`config.mk`:
```
export PLATFORM = sky130hd
export DESIGN_NAME = bounded_fifo_window_average
export DESIGN_NICKNAME = d
export VERILOG_FILES = /design/src/rtl/bfwa_pkg.sv /design/src/rtl/bounded_fifo_window_average.sv
export SDC_FILE = /design/constraint.sdc
export NUM_CORES = 1
export LEC_CHECK = 0
export ABC_AREA = 1
export BUFFER_PORTS_ARGS = -buffer_cell sky130_fd_sc_hd__clkbuf_2
export CAP_MARGIN = 20
export CORE_MARGIN = 8
export CORE_UTILIZATION = 60
export DETAILED_ROUTE_END_ITERATION = 10
export PLACE_DENSITY = 0.79
export SETUP_SLACK_MARGIN = 0.05
export SYNTH_ARGS = -nofsm -noshare
export SYNTH_HDL_FRONTEND = slang
export SYNTH_SLANG_ARGS = --single-unit
```
`constraint.sdc`:
```
create_clock -name clk -period 4.7 [get_ports clk]
set_input_delay 0.47 -clock clk [delete_from_list [all_inputs] [get_ports clk]]
set_output_delay 0.47 -clock clk [all_outputs]
set_load 0.01 [all_outputs]
```
`src/rtl/bfwa_pkg.sv`:
```
// ----------------------------------------------------------------------------
// Bounded FIFO window average package
// Shared sizes, status codes and sequencer states for the window average.
// ----------------------------------------------------------------------------
package bfwa_pkg;

  localparam int DEPTH    = 5;
  localparam int TAG_BITS = 11;

  localparam int YEAR_W = 16;
  localparam int TAG_W  = 11;
  localparam int STAT_W = 2;

  localparam int CNT_W  = $clog2(DEPTH + 1);
  localparam int SLOT_W = (DEPTH > 1) ? $clog2(DEPTH) : 1;
  localparam int SUM_W  = YEAR_W + CNT_W;
  localparam int BIT_W  = $clog2(SUM_W);

  localparam logic [STAT_W-1:0] STATUS_AVG     = 2'd0;
  localparam logic [STAT_W-1:0] STATUS_REMOVED = 2'd1;
  localparam logic [STAT_W-1:0] STATUS_EMPTY   = 2'd2;

  typedef enum logic [1:0] {
    ST_IDLE,
    ST_DIV,
    ST_DONE
  } fsm_t;

endpackage

```
`src/rtl/bounded_fifo_window_average.sv`:
```
// ----------------------------------------------------------------------------
// Bounded FIFO window average
// An insert goes through ST_DIV before ST_DONE; a remove goes straight to ST_DONE.
// A new word is taken once the previous one has reached the output register.
// In ST_DIV the bit-serial divider forms one quotient bit a cycle.
// Synchronous reset empties the window and drops any pending result.
// ----------------------------------------------------------------------------
module bounded_fifo_window_average (
  input  logic                          clk,
  input  logic                          rst,
  input  logic                          req_valid,
  output logic                          req_stall,
  input  logic                          req_type,
  input  logic [bfwa_pkg::YEAR_W-1:0]   year_value,
  input  logic [bfwa_pkg::TAG_W-1:0]    item_tag,
  output logic                          rsp_valid,
  input  logic                          rsp_stall,
  output logic [bfwa_pkg::STAT_W-1:0]   status,
  output logic [bfwa_pkg::YEAR_W-1:0]   mean_year,
  output logic [bfwa_pkg::TAG_W-1:0]    removed_tag,
  output logic [bfwa_pkg::YEAR_W-1:0]   removed_year
);

  localparam int Depth   = bfwa_pkg::DEPTH;
  localparam int TagBits = bfwa_pkg::TAG_BITS;
  localparam int YearW   = bfwa_pkg::YEAR_W;
  localparam int TagW    = bfwa_pkg::TAG_W;
  localparam int CntW    = bfwa_pkg::CNT_W;
  localparam int SlotW   = bfwa_pkg::SLOT_W;
  localparam int SumW    = bfwa_pkg::SUM_W;
  localparam int BitW    = bfwa_pkg::BIT_W;

  logic [YearW-1:0]   year_store [Depth];
  logic [TagBits-1:0] tag_store  [Depth];

  bfwa_pkg::fsm_t state;
  bfwa_pkg::fsm_t state_next;

  logic [SlotW-1:0]          oldest_slot;
  logic [CntW-1:0]           entry_count;
  logic [SumW-1:0]           year_sum;

  logic [SumW-1:0]           div_quo;
  logic [CntW-1:0]           div_rem;
  logic [BitW-1:0]           div_cnt;

  logic [bfwa_pkg::STAT_W-1:0] res_status;
  logic [TagW-1:0]           res_tag;
  logic [YearW-1:0]          res_year;

  logic                      accept;
  logic                      load_out;
  logic                      div_last;
  logic                      full;
  logic                      empty;
  logic [SlotW-1:0]          oldest_inc;
  logic [CntW:0]             slot_sum;
  logic [SlotW-1:0]          wr_slot;
  logic [YearW-1:0]          oldest_year;
  logic [SumW-1:0]           sum_ins;
  logic [CntW:0]             div_shift;
  logic                      div_ge;

  // Sequencer next state.
  always_comb begin
    state_next = state;
    case (state)
      bfwa_pkg::ST_IDLE: begin
        if (req_valid) begin
          state_next = (req_type == 1'b0) ? bfwa_pkg::ST_DIV : bfwa_pkg::ST_DONE;
        end
      end
      bfwa_pkg::ST_DIV: begin
        if (div_last) begin
          state_next = bfwa_pkg::ST_DONE;
        end
      end
      bfwa_pkg::ST_DONE: begin
        if (!rsp_valid || !rsp_stall) begin
          state_next = bfwa_pkg::ST_IDLE;
        end
      end
      default: begin
        state_next = bfwa_pkg::ST_IDLE;
      end
    endcase
  end

  // Sequencer outputs.
  always_comb begin
    req_stall = 1'b1;
    load_out  = 1'b0;
    div_last  = 1'b0;
    case (state)
      bfwa_pkg::ST_IDLE: begin
        req_stall = 1'b0;
      end
      bfwa_pkg::ST_DIV: begin
        div_last = (div_cnt == '0);
      end
      bfwa_pkg::ST_DONE: begin
        load_out = !rsp_valid || !rsp_stall;
      end
      default: begin
        req_stall = 1'b1;
      end
    endcase
  end

  assign accept = req_valid && !req_stall;

  assign full        = (entry_count == CntW'(Depth));
  assign empty       = (entry_count == '0);
  assign oldest_inc  = (oldest_slot == SlotW'(Depth - 1)) ? '0 : oldest_slot + 1'b1;
  assign slot_sum    = (CntW + 1)'(oldest_slot) + (CntW + 1)'(entry_count);
  assign wr_slot     = full ? oldest_slot :
                       (slot_sum >= (CntW + 1)'(Depth)) ?
                       SlotW'(slot_sum - (CntW + 1)'(Depth)) : SlotW'(slot_sum);
  assign oldest_year = year_store[oldest_slot];
  assign sum_ins     = year_sum - (full ? SumW'(oldest_year) : '0) + SumW'(year_value);

  // One restoring division step: bring down the next dividend bit.
  assign div_shift = {div_rem, div_quo[SumW-1]};
  assign div_ge    = (div_shift >= (CntW + 1)'(entry_count));

  always_ff @(posedge clk) begin
    if (rst) begin
      state       <= bfwa_pkg::ST_IDLE;
      oldest_slot <= '0;
      entry_count <= '0;
      year_sum    <= '0;
    end else begin
      state <= state_next;
      if (accept) begin
        if (req_type == 1'b0) begin
          year_sum <= sum_ins;
          if (full) begin
            oldest_slot <= oldest_inc;
          end else begin
            entry_count <= entry_count + 1'b1;
          end
        end else if (!empty) begin
          year_sum    <= year_sum - SumW'(oldest_year);
          oldest_slot <= oldest_inc;
          entry_count <= entry_count - 1'b1;
        end
      end
    end
  end

  always_ff @(posedge clk) begin
    if (accept && (req_type == 1'b0)) begin
      year_store[wr_slot] <= year_value;
      tag_store[wr_slot]  <= TagBits'(item_tag);
    end
  end

  always_ff @(posedge clk) begin
    if (accept) begin
      div_quo <= sum_ins;
      div_rem <= '0;
      div_cnt <= BitW'(SumW - 1);
      if (req_type == 1'b0) begin
        res_status <= bfwa_pkg::STATUS_AVG;
        res_tag    <= '0;
        res_year   <= '0;
      end else if (empty) begin
        res_status <= bfwa_pkg::STATUS_EMPTY;
        res_tag    <= '0;
        res_year   <= '0;
      end else begin
        res_status <= bfwa_pkg::STATUS_REMOVED;
        res_tag    <= TagW'(tag_store[oldest_slot]);
        res_year   <= oldest_year;
      end
    end else if (state == bfwa_pkg::ST_DIV) begin
      div_quo <= {div_quo[SumW-2:0], div_ge};
      div_rem <= div_ge ? CntW'(div_shift - (CntW + 1)'(entry_count)) : CntW'(div_shift);
      div_cnt <= div_cnt - 1'b1;
    end
  end

  always_ff @(posedge clk) begin
    if (rst) begin
      rsp_valid <= 1'b0;
    end else if (load_out) begin
      rsp_valid <= 1'b1;
    end else if (!rsp_stall) begin
      rsp_valid <= 1'b0;
    end
  end

  always_ff @(posedge clk) begin
    if (load_out) begin
      status       <= res_status;
      mean_year    <= (res_status == bfwa_pkg::STATUS_AVG) ? YearW'(div_quo) : '0;
      removed_tag  <= res_tag;
      removed_year <= res_year;
    end
  end

endmodule

```
After elaboration in Yosys (flattened, before gate mapping)

Memories as Yosys holds them, arrays and structs flattened. A register that Yosys moved wholly into a read port is not among the register bits.
Cells that the tools add are included.

Flip-flop bits (word level): 118
Bits in latches: 0
Bits in writable memories: 135
Bits in read-only memories: 0
Input bits: 32
Output and inout bits: 47
Logic and storage cells: 85
Memories: 2

Add/subtract/negate cells: 10
$mul: 0
Divide/modulo/power cells: 0
Order comparisons: 2
Equality and inequality tests: 10
Shift-type cells: 0
Multiplexer cells: 30
Bitwise operators: 1
Reduce and logical (&&, ||, !) cells: 16

Memory list:

| name       | words | width | read ports | clocked after memory_dff | wr ports | RTL line                          | RTL |
|---|---|---|---|---|---|---|---|
| year_store | 5     | 16    | 1          | 1                        | 1        | bounded_fifo_window_average.sv:33 | `logic [YearW-1:0] year_store [Depth];` |
| tag_store  | 5     | 11    | 1          | 1                        | 1        | bounded_fifo_window_average.sv:34 | `logic [TagBits-1:0] tag_store [Depth];` |

Operators by type and width:

| operator              | number |
|---|---|
| $mux W19              | 4 |
| $sub A19 B16 Y19      | 2 |
| $mux W3               | 12 |
| $add A19 B16 Y19      | 1 |
| $mux W16              | 1 |
| $mux W2               | 5 |
| $ne A2 B2 Y1 const B  | 5 |
| $reduce_and A3 Y1     | 3 |
| $mux W1               | 7 |
| $add A3 B1 Y3 const B | 2 |
| $eq A3 B3 Y1 const B  | 2 |
| $pmux W2 S3           | 1 |
| $logic_not A5 Y1      | 1 |
| $sub A5 B1 Y5 const B | 1 |
| $add A3 B3 Y4         | 1 |
| $ge A4 B3 Y1          | 1 |
| $ge A4 B3 Y1 const B  | 1 |
| $logic_not A2 Y1      | 2 |
| $reduce_bool A2 Y1    | 2 |
| $logic_not A3 Y1      | 1 |
| $sub A3 B1 Y3 const B | 1 |
| $sub A3 B3 Y3         | 1 |
| $sub A3 B3 Y3 const B | 1 |
| $eq A2 B1 Y1 const B  | 1 |
| 8 further kinds       | 10 |

Depth between registers and ports, before layout

Gate-level depths: netlist of run 1.

Depth after elaboration: 6
Mapped depth: 24
Gate-level depth less buffers: 23

Least setup slack after synthesis of run 1

OpenSTA, ideal clock, no wires.

Kind: register to register
From: register oldest_slot[0]
To: memory tag_store[0][0] (netlist bit), enable pin
Library setup time: 0.411 ns
Arrival time: 3.092 ns
Path slack: 1.197 ns
Stages on the path, launching flop included: 13
Buffers on the path: 0
Clock period less this slack: 3.503 ns
Cell sequence: dfxtp_1 -> ha_1 -> fa_1 -> inv_1 -> ha_1 -> o21ai_1 -> nand2_1 -> nand2_1 -> xor2_1 -> nand2_1 -> nand2_1 -> nand2_1 -> nor2_1

Word-level cells in the longest chain between the ends: 4

RTL lines:

| what                                                 | RTL line                                                               | RTL |
|---|---|---|
| start: declaration                                   | bounded_fifo_window_average.sv:39                                      | `logic [SlotW-1:0] oldest_slot;` |
| start signal: assignment                             | bounded_fifo_window_average.sv:138                                     | `oldest_slot <= oldest_inc;` |
| start signal: assignment                             | bounded_fifo_window_average.sv:144                                     | `oldest_slot <= oldest_inc;` |
| $add A3 B3 Y4                                        | bounded_fifo_window_average.sv:115                                     | `assign slot_sum = (CntW + 1)'(oldest_slot) + (CntW + 1)'(entry_count);` |
| $ge A4 B3 Y1 / $sub A3 B3 Y3 (equally long branches) | bounded_fifo_window_average.sv:117, bounded_fifo_window_average.sv:118 |  |
| $mux W3                                              | bounded_fifo_window_average.sv:117                                     | `(slot_sum >= (CntW + 1)'(Depth)) ?` |
| $mux W3 (*)                                          | bounded_fifo_window_average.sv:116                                     | `assign wr_slot = full ? oldest_slot :` |
| end: declaration                                     | bounded_fifo_window_average.sv:34                                      |  |

Every way passes the cells marked *; elsewhere a longest branch is shown, timed or not.

==> summary.md, run 1 <==
| Metric | Value |
|---|---|
| Post-synth EDFFs | 228 |
| Required @ worst endpoint | 4.96 ns |
| CTS sink count | 267 |
| Maximum number of pins on one net before global-route repair | 66 |
| Fin area | 14800 µm² |
| Launch instance of the worst min-delay path | item_tag[3] |
| Max Clk Rate | 257 MHz |
| Most frequent cells in the layout | edfxtp_1 (228), nand2_1 (215), inv_1 (197) |
| MaxCap Viol Count | 0 |
| Average wire per cell in the routed design | 18.4 µm |
| Flip-flop and latch count after synthesis | 267 |
| Number of nets produced by synthesis | 1451 |
| # IOs | 79 |
| Worst relative slew slack | 0.387 |
| N_diodes | 0 |
| Crit start category | flop |
| Endpoint of the worst-slack reg-to-reg timing path | div_quo[9] |
| Overflow after GRT | 0 |
| Clk Tree Root Cell | clkbuf_16 |
| Total via count in the routed design | 9784 |
| Initial antenna violation count | 0 |
| Number of gates resized after CTS | 0 |
| Clock buffer depth | 3 |
| Total die area | 27200 µm² |
| P per Cell Area | 472 nW/µm² |
| Number of warnings issued by yosys | 0 |
| Largest stage delay on the critical path | about 0.64 ns |
| Type of destination of the critical path | flop |
| Reg-to-reg slack, setup | 0.80 ns |
| Count of H-tree levels built during CTS | 1 |
| Arrival time at the worst endpoint | 4.16 ns |
| X dimension of the die | about 160 µm |
| Clock slew seen by the registers of the worst setup and hold paths | 0.06 ns |
| Antenna-violating nets left | 0 |
| Classification of the worst setup path | reg2reg |
| Total wire length after detailed routing | 32000 µm |
| Final-report setup violation count | 0 |
| First-pass iteration count of the detailed router | 7 |
| Fraction of layout instances using a drive strength above 1 | 0.118 |
| Effective utilization at floorplan | 0.610 |
| Clock skew after layout | 0.0175 ns |
| DR iter-0 viols | 892 |
| Mean post-synth cell area | 9.84 µm² |
| Final Max Slew Viols | 0 |
| Routability Congestion | 0.938 |
| Number of global-route vias before repair | ~9600 |
| Average vias per placed instance | 5.64 |
| Count of different cell masters after synthesis | 52 |
| Synthesized netlist cell count | 1352 |
| Crit Path Max Fanout | 32 |
| Transition time of the tightest slew-check pin | 0.918 ns |
| Final Util | 0.679 |
| RSZ-0062 raised after global routing | false |
| Proportion of synthesized chip area in sequential cells | 0.573 |
| Hold/Removal Path Class | in2reg |
| Buffers inserted by post-CTS timing repair | 0 |
| Worst-case reg-to-reg path depth | 16 |
| Result of the run | finished, final reports clean |
| Number of input and output port buffers inserted | between 70 and 80 |
| Cell breakdown of the critical path | inv_1 -> o21ai_0 -> o22ai_1 -> nor2_1 -> fa_1 -> inv_1 -> ha_1 -> nand2_1 -> inv_1 -> nand2_1 -> nand2_1 -> inv_2 -> nand3_1 -> or2_1 -> nand3_1 -> o21ai_0 |
| Endpoint of the worst hold path | tag_store[4][3] |
| Placed cell area | about 14000 µm² |
| Core region area | 21800 µm² |
| Most common library cell in the layout ignoring fill and taps | edfxtp_1 |
| Sum of internal, switching and leakage power | 7.00 mW |
| Ys async rst share | 0 |
| Top cell family by delay on the critical path | simple AND/OR/NAND/NOR gates |
| Worst path bufs/invs | 4 |
| Worst voltage drop across the vdd grid | between 0.4 and 0.5 mV |
| DRC violation count after routing | 0 |
| TritonCTS clock tree | built |
| Crit-path slowest cell | inv_1 |
| Clock buffer count from CTS | 27 |
| Wire length of the first global-routing pass | 49900 µm |
| Worst-Skew Late Latency | approximately 0.55 ns |
| Layout area overhead | 11.4% |
| # hold bufs at CTS | 0 |
| Row count | 54 |
| Worst hold path cell count | 1 |
| Overall global routing resource usage | 0.236 |
| Count of endpoints failing hold in the final timing report | 0 |
| Cell area after synthesis | 13300 µm² |
| Final net count | 1532 |
| Crit share post-route | 0.829 |
| Setup TNS | 0 ns |
| Chip Height | about 160 µm |
| Final critical-path required period | roughly 3.9 ns |
| LEAKAGE | 6.32 nW |
| Sum of net half-perimeters after detailed placement | 22100 µm |
| Primary flip-flop cell chosen by synthesis mapping | edfxtp_1 |
==> sequential cells by signal (all words and copies together) (netlist names), named ones only <==
register      cells
year_sum         19
res_year         16
mean_year        16
res_tag          11
year_store       80
status            2
rsp_valid         1
div_quo          19
tag_store        55
entry_count       3
removed_tag      11
div_rem           3
state             2
removed_year     16
oldest_slot       3
res_status        2
div_cnt           5
==> area by class of cell <==
| cell class | instances | area (µm²) |
|---|---|---|
| tap | 280 | 350 |
| inverter | 211 | 800 |
| clock buffer | 32 | 694 |
| clock inverter | 18 | 170 |
| multi-input combinational | 836 | 4700 |
| timing repair buffer | 90 | 480 |
| sequential | 267 | 7630 |
| fill | 1682 | 7000 |
==> routing by layer <==
layer	up-vias	GRT usage	part of all wire
li1	4699	-	-
met1	4637	0.297	0.40
met2	368	0.410	0.50
met3	80	0.0317	0.069
met4	0	0.0831	0.032
met5	-	0	0
==> cells in the mapped netlist, drive strengths merged, types with 20 or more instances <==
cell type  number  area (µm²)
a21oi          54         282
o22ai          25         156
clkbuf         21        93.8
nand3          91         465
inv           210         796
fa             20         400
nor2          187         707
edfxtp        228        6850
nand2         220         843
dfxtp          39         781
o21ai         108         556
ha             47         588
==> cell families after synthesis <==
kind of cell | count (synthesis) | synth area share
multiplexers | 14 | 0.0105
buffers and inverters | 249 | 0.0749
AO/OA/AOI/OAI | 213 | 0.0894
XOR/XNOR | 14 | 0.00922
flip-flops | 267 | 0.573
AND/OR/NAND/NOR | 528 | 0.168
adder cells (fa/ha/maj) | 67 | 0.0743
==> where the power goes <==
| part | switching [mW] | total (mW) | internal [mW] | leakage [nW] |
|---|---|---|---|---|
| clock | 0.900 | 2.08 | 1.18 | 0.410 |
| sequential | 0.104 | 2.98 | 2.88 | 2.43 |
| combinational | 1.32 | 1.94 | 0.619 | 3.48 |
==> per-stage QoR <==
step | hold WS [ns] | setup slack, ns | instances
global placement | 0.401 | 0.926 | 1684
global route | 0.141 | 0.432 | 1734
floorplan | 0.400 | 1.20 | 1352
CTS | 0.137 | 0.823 | 1734
detailed placement | 0.405 | 0.839 | 1684
finish | 0.153 | 0.803 | 1734
==> worst max path at each step <==
| stage | from | endpoint | slack, ns | cells after the start |
|---|---|---|---|---|
| after floorplan | oldest_slot[0] | tag_store[0][0] | 1.20 | 12 |
| after detailed placement | flop | div_quo[9] | 0.84 | 16 |
| after global placement | flop | div_quo[7] | 0.93 | 14 |
| final | flop | div_quo[9] | 0.80 | 16 |
| after CTS | flop | div_quo[9] | 0.82 | 16 |
| after global routing | flop | div_quo[10] | 0.43 | 14 |
No activity file was read; power rests on OpenSTA's default activity.
==> inputs of run 2 (changes only) <==
clock period = 4.1 ns   (was 4.7 ns; I/O delays follow)
==> run 2 against run 1 <==
- core utilization is 0.64 points higher
- clock power grew 15%
- flip-flop and latch count unchanged
- wire length is 1.6% lower
- combinational power grew 16%
- first-iteration DRC count decreased by 11%
- largest power group unchanged
- critical path depth down 1
- critical path type unchanged
- cell count increased by 0.63%
- fmax up 10%
- via count down 0.48%
- register-to-register slack got worse by 0.24 ns
==> summary.md, run 2 (synthesis gave the netlist of run 1 again) <==
| Metric | Value |
|---|---|
| Row count | 54 |
| Required @ worst endpoint | 4.37 ns |
| Average wire per cell in the routed design | ~18 µm |
| Final net count | 1545 |
| # IOs | 79 |
| Final Max Slew Viols | 0 |
| Clock slew seen by the registers of the worst setup and hold paths | 0.06 ns |
| Total die area | 27200 µm² |
| Fill count | 1671 |
| DRC violation count after routing | 0 |
| P per Cell Area | 538 nW/µm² |
| Count of H-tree levels built during CTS | 1 |
| Result of the run | finished, final reports clean |
| Clock buffer depth | 3 |
| Setup slack after placement | about 0.60 ns |
| Most common library cell in the layout ignoring fill and taps | edfxtp_1 |
| Arrival time at the worst endpoint | 3.80 ns |
| Most frequent cells in the layout | edfxtp_1 (228), nand2_1 (215), inv_1 (197) |
| Sequential cell area | 7630 µm² |
| Number of input and output port buffers inserted | 78 |
| Crit Path Max Fanout | 18 |
| Number of global-route vias before repair | 9646 |
| TritonCTS clock tree | built |
| Chip Height | roughly 160 µm |
| Worst-case reg-to-reg path depth | 15 |
| Hold/Removal Path Class | in2reg |
| Clock skew after layout | 0.00922 ns |
| Final-report setup violation count | 0 |
| Setup TNS | 0 ns |
| RSZ-0062 raised after global routing | false |
| Effective utilization at floorplan | 0.610 |
| Maximum number of pins on one net before global-route repair | 66 |
| Top Registers | year_store: 80 flops, tag_store: 55 flops |
| Worst relative slew slack | 0.379 |
| Worst-Skew Late Latency | 0.55 ns |
| Core region area | 21800 µm² |
| LEAKAGE | 6.40 nW |
| Initial antenna violation count | 0 |
| Final critical-path required period | approximately 3.5 ns |
| Count of endpoints failing hold in the final timing report | 0 |
| Type of destination of the critical path | flop |
| MaxCap Viol Count | 0 |
| Sum of net half-perimeters after detailed placement | 22200 µm |
| Crit share post-route | 0.861 |
| N_diodes | 0 |
| Total wire length after detailed routing | around 31000 µm |
| Worst voltage drop across the vdd grid | 0.394 mV |
| Layout area overhead | 12.5% |
| Transition time of the tightest slew-check pin | 0.929 ns |
| Total via count in the routed design | 9737 |
| Clock buffer count from CTS | 27 |
| Hold slack | 0.0936 ns |
| CTS sink count | 267 |
| Average vias per placed instance | around 5.6 |
| Max Clk Rate | 283 MHz |
| Clk Tree Root Cell | clkbuf_16 |
| Buffers inserted by post-CTS timing repair | 0 |
| Max FFs per register | 80 |
| Fraction of layout instances using a drive strength above 1 | 0.125 |
| Wire length of the first global-routing pass | approximately 50000 µm |
| Worst hold path cell count | 1 |
| Classification of the worst setup path | reg2reg |
| X dimension of the die | 165 µm |
| # hold bufs at CTS | 0 |
| Smallest setup slack after layout | between 0.5 and 0.6 ns |
| Crit start category | flop |
| DR iter-0 viols | 795 |
| Reg-to-reg slack, setup | 0.57 ns |
| Number of gates resized after CTS | 0 |
| Overflow after GRT | 0 |
| Antenna-violating nets left | 0 |
| Routability Congestion | 0.946 |
| Most flops, register | year_store |
| Overall global routing resource usage | 0.235 |
| Footprint of the multi-input gates | 4700 µm² |
| First-pass iteration count of the detailed router | 6 |
-- run 2: worst paths after layout --
kind,startpoint,end
max,flop,div_quo[10]
min,item_tag[2],tag_store[2][2]
max reg2reg,flop,div_quo[10]
min reg2reg,res_year[11],removed_year[11]
-- run 2: critical path: stages (launching register included) --
cell and delay (ns):
dfxtp_1 0.30, inv_1 0.39, buf_4 0.24, o21ai_0 0.09, o22ai_1 0.19, nor2_1 0.08
fa_1 0.50, inv_1 0.06, ha_1 0.35, a21oi_1 0.28, nand2_1 0.09, nand2_1 0.06
nand3_1 0.16, or2_1 0.27, nand3_1 0.09, o21ai_0 0.10
-- run 2: layer usage --
| layer | global-route usage | vias up | part of all wire |
|---|---|---|---|
| met2 | 0.397 | 375 | 0.49 |
| met1 | 0.302 | 4563 | 0.41 |
| met5 | 0 | - | 0 |
| met4 | 0.0921 | 0 | 0.034 |
| li1 | - | 4721 | - |
| met3 | 0.0332 | 78 | 0.071 |
-- run 2: layout make-up --
class | count | area share
clock buffer | 35 | 0.0478
clock inverter | 13 | 0.00936
inverter | 211 | 0.0534
multi-input combinational | 836 | 0.314
sequential | 267 | 0.510
tap | 280 | 0.0234
timing repair buffer | 103 | 0.0420
-- run 2: power breakdown --
part,internal (mW),switching (mW)
sequential,3.30,0.115
combinational,0.739,1.51
clock,1.36,1.02
-- run 2: metrics by stage --
stage,utilization,std cells,area (µm²),power [mW]
finish,0.686,1745,15000,8.05
CTS,0.686,1745,15000,8.07
detailed placement,0.647,1697,14100,5.69
global placement,0.647,1697,14100,5.63
floorplan,-,1352,13300,5.02
global route,0.686,1745,15000,8.49
